===== src/rtl/gss_pkg.sv =====
// gss_pkg: shared types, constants and the arctangent table of the golden-section search
// depends on nothing; used by every rtl file of the block
package gss_pkg;

   localparam int unsigned MAX_STEPS    = 64;
   localparam int unsigned CORDIC_STEPS = 24;

   localparam int STEP_W = 8;    // narrowing counter, holds MAX_STEPS
   localparam int COS_W  = 34;   // cordic x, y, z and cosine, Q4.30 signed
   localparam int MAG_W  = 47;   // magnitude of the scaled angle before reduction
   localparam int ANG_W  = 35;   // angle below 2pi in Q.32
   localparam int RED_W  = 4;    // reduction shift counter
   localparam int RED_TOP = 10;  // largest shift of 2pi tried by the reduction

   localparam logic [15:0]             PSI_Q16   = 16'd40503;
   localparam logic signed [31:0]      TENTH_Q32 = 32'sd429496730;
   localparam logic [ANG_W-1:0]        TWO_PI    = 35'd26986075410;
   localparam logic [ANG_W-1:0]        PI        = 35'd13493037705;
   localparam logic [ANG_W-1:0]        HALF_PI   = 35'd6746518852;
   localparam logic signed [COS_W-1:0] KINV_Q30  = 34'sd652032874;

   localparam int TOL_W = 17;
   localparam logic [TOL_W-1:0] TOL_RESET = 17'd1;

   localparam int CSR_ADDR_W = 3;
   localparam logic REG_TOLERANCE = 1'b0;   // register index, taken from paddr[2]

   // operand / destination codes for the shared cosine unit
   localparam logic [2:0] SEL_X1  = 3'd0;
   localparam logic [2:0] SEL_X2  = 3'd1;
   localparam logic [2:0] SEL_A   = 3'd2;
   localparam logic [2:0] SEL_B   = 3'd3;
   localparam logic [2:0] SEL_MID = 3'd4;

   typedef struct packed {
      logic signed [31:0] end_a;
      logic signed [31:0] end_b;
   } req_payload_type;

   typedef struct packed {
      logic signed [31:0] min_point;
      logic [6:0]         step_count;
      logic               step_limit_hit;
   } rsp_payload_type;

   typedef struct packed {
      logic       load;
      logic       off_en;
      logic       set_x1;
      logic       set_x2;
      logic       go_left;
      logic       go_right;
      logic       set_hit;
      logic       cos_start;
      logic [2:0] cos_sel;
      logic       out_load;
   } gss_cmd_type;

   typedef struct packed {
      logic gt_tol;
      logic steps_max;
      logic c1_lt_c2;
      logic cos_done;
   } gss_status_type;

   function automatic logic signed [COS_W-1:0] atan_q30(input logic [4:0] i);
      logic signed [COS_W-1:0] v;
      unique case (i)
         5'd0:  v = 34'sd843314856;
         5'd1:  v = 34'sd497837829;
         5'd2:  v = 34'sd263043836;
         5'd3:  v = 34'sd133525158;
         5'd4:  v = 34'sd67021686;
         5'd5:  v = 34'sd33543515;
         5'd6:  v = 34'sd16775850;
         5'd7:  v = 34'sd8388437;
         5'd8:  v = 34'sd4194282;
         5'd9:  v = 34'sd2097149;
         5'd10: v = 34'sd1048575;
         5'd11: v = 34'sd524287;
         5'd12: v = 34'sd262143;
         5'd13: v = 34'sd131071;
         5'd14: v = 34'sd65535;
         5'd15: v = 34'sd32767;
         5'd16: v = 34'sd16383;
         5'd17: v = 34'sd8191;
         5'd18: v = 34'sd4095;
         5'd19: v = 34'sd2047;
         5'd20: v = 34'sd1023;
         5'd21: v = 34'sd511;
         5'd22: v = 34'sd255;
         5'd23: v = 34'sd127;
         5'd24: v = 34'sd63;
         5'd25: v = 34'sd31;
         5'd26: v = 34'sd15;
         5'd27: v = 34'sd7;
         5'd28: v = 34'sd3;
         5'd29: v = 34'sd1;
         default: v = '0;
      endcase
      return v;
   endfunction

endpackage


===== src/rtl/gss_ctrl.sv =====
// gss_ctrl: sequencer of the search, handshakes on both channels
// depends on gss_pkg
module gss_ctrl (
   input  logic                     clock,
   input  logic                     reset,
   input  logic                     req_valid,
   output logic                     req_ready,
   output logic                     rsp_valid,
   input  logic                     rsp_ready,
   input  gss_pkg::gss_status_type  status,
   output gss_pkg::gss_cmd_type     cmd
);

   localparam logic [4:0] S_IDLE = 5'd0;
   localparam logic [4:0] S_OFF0 = 5'd1;
   localparam logic [4:0] S_SETX = 5'd2;
   localparam logic [4:0] S_C1   = 5'd3;
   localparam logic [4:0] S_W1   = 5'd4;
   localparam logic [4:0] S_C2   = 5'd5;
   localparam logic [4:0] S_WCHK = 5'd6;
   localparam logic [4:0] S_CHK  = 5'd7;
   localparam logic [4:0] S_OFFL = 5'd8;
   localparam logic [4:0] S_SETL = 5'd9;
   localparam logic [4:0] S_CL   = 5'd10;
   localparam logic [4:0] S_OFFR = 5'd11;
   localparam logic [4:0] S_SETR = 5'd12;
   localparam logic [4:0] S_CR   = 5'd13;
   localparam logic [4:0] S_FA   = 5'd14;
   localparam logic [4:0] S_WA   = 5'd15;
   localparam logic [4:0] S_FB   = 5'd16;
   localparam logic [4:0] S_WB   = 5'd17;
   localparam logic [4:0] S_FM   = 5'd18;
   localparam logic [4:0] S_WM   = 5'd19;
   localparam logic [4:0] S_OUT  = 5'd20;

   logic [4:0] state_ff, state_in;
   logic rsp_valid_ff, rsp_valid_in;

   always_comb begin
      state_in     = state_ff;
      rsp_valid_in = rsp_valid_ff && !rsp_ready;
      cmd          = '0;
      cmd.cos_sel  = gss_pkg::SEL_X1;
      unique case (state_ff)
         S_IDLE: begin
            if (req_valid) begin
               cmd.load = 1'b1;
               state_in = S_OFF0;
            end
         end
         S_OFF0: begin
            cmd.off_en = 1'b1;
            state_in   = S_SETX;
         end
         S_SETX: begin
            cmd.set_x1 = 1'b1;
            cmd.set_x2 = 1'b1;
            state_in   = S_C1;
         end
         S_C1: begin
            cmd.cos_start = 1'b1;
            cmd.cos_sel   = gss_pkg::SEL_X1;
            state_in      = S_W1;
         end
         S_W1: begin
            if (status.cos_done) begin
               state_in = S_C2;
            end
         end
         S_C2: begin
            cmd.cos_start = 1'b1;
            cmd.cos_sel   = gss_pkg::SEL_X2;
            state_in      = S_WCHK;
         end
         S_WCHK: begin
            if (status.cos_done) begin
               state_in = S_CHK;
            end
         end
         S_CHK: begin
            priority if (!status.gt_tol) begin
               state_in = S_FA;
            end else if (status.steps_max) begin
               cmd.set_hit = 1'b1;
               state_in    = S_FA;
            end else if (status.c1_lt_c2) begin
               cmd.go_left = 1'b1;
               state_in    = S_OFFL;
            end else begin
               cmd.go_right = 1'b1;
               state_in     = S_OFFR;
            end
         end
         S_OFFL: begin
            cmd.off_en = 1'b1;
            state_in   = S_SETL;
         end
         S_SETL: begin
            cmd.set_x2 = 1'b1;
            state_in   = S_CL;
         end
         S_CL: begin
            cmd.cos_start = 1'b1;
            cmd.cos_sel   = gss_pkg::SEL_X2;
            state_in      = S_WCHK;
         end
         S_OFFR: begin
            cmd.off_en = 1'b1;
            state_in   = S_SETR;
         end
         S_SETR: begin
            cmd.set_x1 = 1'b1;
            state_in   = S_CR;
         end
         S_CR: begin
            cmd.cos_start = 1'b1;
            cmd.cos_sel   = gss_pkg::SEL_X1;
            state_in      = S_WCHK;
         end
         S_FA: begin
            cmd.cos_start = 1'b1;
            cmd.cos_sel   = gss_pkg::SEL_A;
            state_in      = S_WA;
         end
         S_WA: begin
            if (status.cos_done) begin
               state_in = S_FB;
            end
         end
         S_FB: begin
            cmd.cos_start = 1'b1;
            cmd.cos_sel   = gss_pkg::SEL_B;
            state_in      = S_WB;
         end
         S_WB: begin
            if (status.cos_done) begin
               state_in = S_FM;
            end
         end
         S_FM: begin
            cmd.cos_start = 1'b1;
            cmd.cos_sel   = gss_pkg::SEL_MID;
            state_in      = S_WM;
         end
         S_WM: begin
            if (status.cos_done) begin
               state_in = S_OUT;
            end
         end
         S_OUT: begin
            if (!rsp_valid_ff || rsp_ready) begin
               cmd.out_load = 1'b1;
               rsp_valid_in = 1'b1;
               state_in     = S_IDLE;
            end
         end
         default: begin
            state_in = S_IDLE;
         end
      endcase
   end

   always_ff @(posedge clock) begin
      if (reset) begin
         state_ff     <= S_IDLE;
         rsp_valid_ff <= 1'b0;
      end else begin
         state_ff     <= state_in;
         rsp_valid_ff <= rsp_valid_in;
      end
   end

   assign req_ready = state_ff == S_IDLE;
   assign rsp_valid = rsp_valid_ff;

endmodule


===== config.mk =====
export PLATFORM = sky130hd
export DESIGN_NAME = gss_ctrl
export DESIGN_NICKNAME = d
export VERILOG_FILES = /design/src/rtl/gss_pkg.sv /design/src/rtl/gss_ctrl.sv
export SDC_FILE = /design/constraint.sdc
export NUM_CORES = 1
export LEC_CHECK = 0
export ABC_AREA = 1
export BUFFER_PORTS_ARGS = -buffer_cell sky130_fd_sc_hd__buf_2
export CELL_PAD_IN_SITES_DETAIL_PLACEMENT = 1
export CELL_PAD_IN_SITES_GLOBAL_PLACEMENT = 1
export CORE_AREA = 2 2 50 52
export DETAILED_ROUTE_END_ITERATION = 8
export DIE_AREA = 0 0 52 54
export PLACE_DENSITY = 0.75
export SYNTH_ARGS = -nofsm -noshare
export SYNTH_HDL_FRONTEND = slang
export SYNTH_SLANG_ARGS = --single-unit

===== constraint.sdc =====
create_clock -name clock -period 1.45 [get_ports clock]
set_input_delay 0.2175 -clock clock [delete_from_list [all_inputs] [get_ports clock]]
set_output_delay 0.2175 -clock clock [all_outputs]
set_load 0.02 [all_outputs]

==> impl_summary.txt <==
----------------------------------------------------
[Synthesis]
  Share of synthesized registers carrying an async set or reset ... 0%
  Part of the Yosys area used for sequential elements ... a little under a fifth
  Main combinational cell family by area after synthesis ... simple AND/OR/NAND/NOR gates
  Share of cell area taken by muxes after synthesis ... 0%
  Synthesized instance count ... roughly 120
  Yosys top cell by area ... nand2_1
  Yosys warning count ... 0
  Area fraction in compound gates after synthesis ... 12.7%
  Most used flip-flop cell after synthesis ... dfxtp_1
  #FFs+latches synth ... 6
  Post-synth cell types ... 19
  Cell Area, Synth ... 658 um^2
  Most numerous cell in the Yosys netlist ... nand2_1
  Ranking of synthesized cells by area ... nand2_1 19%, dfxtp_1 18%, nand3_1 13%
  Cell types with the highest counts after synthesis ... 34 x nand2_1, 20 x nor2_1, 17 x nand3_1
  Share of synthesized cell area in and, or, nand and nor gates ... just under 60%
  Area share of xor/xnor cells in the synthesized design ... 0%
  Arithmetic-cell share of the synthesized area counting full adders, half adders and majority gates ... 0%
  Mean post-synth cell area ... between 5 and 6 um^2
  EDFF count, synth ... 0
  Number of nets in the synthesized netlist ... roughly 130
  Yosys top cell area share ... 19.4%

[STA]
  Worst Skew ... around 0.026 ns
  Slew at the pin closest to its max-slew limit ... 0.275 ns
  Final-layout worst hold slack ... 0.189 ns
  Setup repair after global routing missed its margin ... true
  Peak clock frequency supported by timing ... about 0.58 GHz
  Setup WS post-layout ... -0.273 ns
  Clock period minus worst slack ... roughly 1.7 ns
  Max-slew violation count ... 0
  Final period util ... 119%
  Final number of setup-violating endpoints ... 17
  Worst rel slew slack ... slightly above 80%
  Count of endpoints failing hold in the final timing report ... 0

[Die]
  Die extent in x ... roughly 52 um
  Number of I/O pins ... 22
  Floorplan core area ... roughly 2300 um^2
  Total Die Area ... approximately 2800 um^2
  Vertical die dimension ... roughly 54 um
  Core Rows ... 18
  Initial Utilization ... ~28%

[Critical path]
  Highest fanout seen on the critical path ... 5
  Critical path capture point type ... output pin
  Worst Setup Start Kind ... flop
  Crit Path Category ... reg2out
  CP Data Required Time ... roughly 1.2 ns
  WP data arrival ... between 1.5 and 2 ns
  Setup slack, reg-to-reg ... -0.22 ns

[Placement]
  Port Buf Inserts ... 21
  Routability congestion estimate ... about 0.83
  DP HPWL ... about 1900 um

[Global route]
  Initial antenna violation count ... 0
  Gr usage total ... 28.7%
  Maximum number of pins on one net before global-route repair ... 10
  Vias in the first global route ... approximately 1200
  Gr ovfl total ... 0
  Global-route wire length before repair ... about 5800 um

[Run status]
  Result of the run ... finished with violations
  Failing checks ... negative setup slack

[Finish]
  Layout Utilization ... 60.1%
  Area growth from synthesis to layout ... 112%
  Antenna diode instance count ... 0
  Final-layout fill cell count ... just over 300
  Total number of nets in the final design ... between 150 and 200
  Fraction of layout cells with a size suffix above 1 ... roughly 63%

[Clocking]
  Clock latency reported for the late side of the worst-skew pair ... 0.27 ns
  Largest buffer count on any clock path ... 2
  Clock-pin slew on the worst setup and hold paths ... 0.07 ns
  Clock tree from TritonCTS ... built
  Number of clock buffers inserted by TritonCTS ... 3
  Number of H-tree levels ... 1
  Clk Tree Root Cell ... clkbuf_4
  Number of clock sinks ... 6

[Drt]
  Average routed wire per standard cell ... just over 20 um
  Count of vias placed by the detailed router ... approximately 1100
  Drt initial violations ... 40
  Antenna-violating nets left ... 0
  Via density ... 5.45
  Met1 Wirelength ... 1850 um
  Routed wire length on met3 ... ~210 um
  Uppermost layer routed ... met4
  Wirelength, routed ... roughly 4400 um
  Iteration count of the initial detailed-routing pass ... 4
  Met2 WL ... roughly 2100 um
  Final routed DRC violation total ... 0

[Power and ir drop]
  Power per cell area ... between 1000 and 1500 nW/um^2
  Static leakage ... ~0.7 nW
  Peak supply drop ... around 0.93 mV

[Run]
  Maximum capacitance violations ... 0

[Worst hold path]
  Class of the worst hold path ... in2reg

----------------------------------------------------
[metrics by stage]
stage                     cell area [um^2]  setup slack, ns  TNS (ns)  cells  power, W
after floorplan                        658           0.0487         0    123  0.000706
final                                 1400           -0.273     -2.90    210   0.00183
after global placement                 838          -0.0935    -0.405    179  0.000957
after CTS                             1210           -0.109    -0.906    202   0.00151
after global routing                  1400           -0.319     -3.51    210   0.00193
after detailed placement               838          -0.0889    -0.487    179  0.000960
[worst paths after layout]
kind / from / end / cells past startpoint
setup / recovery: state_ff[2] / cmd[4] / 6
hold / removal: reset / state_ff[1] / 2
setup reg to reg: state_ff[2] / state_ff[2] / 9
hold reg to reg: rsp_valid / rsp_valid / 4
[state kept, by name, summed over array words and instances, names as in the netlist]
name,count
rsp_valid,1
state_ff,5
[routing by layer]
layer | vias to the layer above | track usage [%]
li1 | 513 | -
met4 | 0 | 10.5
met1 | 561 | 35.2
met2 | 52 | 49.4
met5 | - | 0
met3 | 19 | 5.83
[layout make-up]
cell class                      instances  area, um^2  share of cell area [%]
Multi-Input combinational cell         99         671                    48.1
Timing Repair Buffer                   55         457                    32.7
Sequential cell                         6         139                    9.96
Inverter                               17        68.8                    4.93
Tap cell                               30        37.5                    2.69
Clock buffer                            3        22.5                    1.61
[placed cells by master, fill, tap and decap left out, drive strengths merged]
| cell type | Yosys | routed |
|---|---|---|
| nor2 | 27 | 27 |
| dfxtp | 6 | 6 |
| inv | 17 | 17 |
| clkbuf | 0 | 3 |
| nand3 | 18 | 18 |
| nor4 | 1 | 1 |
| a21oi | 7 | 7 |
| o21ai | 7 | 7 |
| nand2 | 37 | 37 |
| nand4 | 1 | 1 |
| a31oi | 1 | 1 |
| buf | 1 | 55 |
[repair_timing]
item	4_1_cts	5_1_grt
hold endpoints to repair	0	0
setup endpoints to repair	17	17
gates resized for setup	63	35
setup buffers	20	8
hold buffers	0	0
pin swaps	14	22
[where the power goes]
| group | internal, W | switching, W | leakage (nW) |
|---|---|---|---|
| logic | 0.000611 | 0.000767 | 0.644 |
| registers | 0.000206 | 0.0000700 | 0.0525 |
| clock network | 0.0000950 | 0.0000855 | 0.0138 |
[logic make-up (layout without fill, tap and decap cells)]
kind of cell	count (synthesis)	in the layout
AOI/OAI and AO/OA	15	15
buffers and inverters	18	75
DFF	6	6
and+or+nand+nor	84	84
[critical path, cell delays in order, from the launching register on]
cell and delay (ns):
dfxtp_4 0.39, inv_4 0.09, nand2_1 0.14, nor2_4 0.16, nand2_1 0.15, nand4_1 0.15
buf_4 0.15
(Power assumes the default switching activity.)
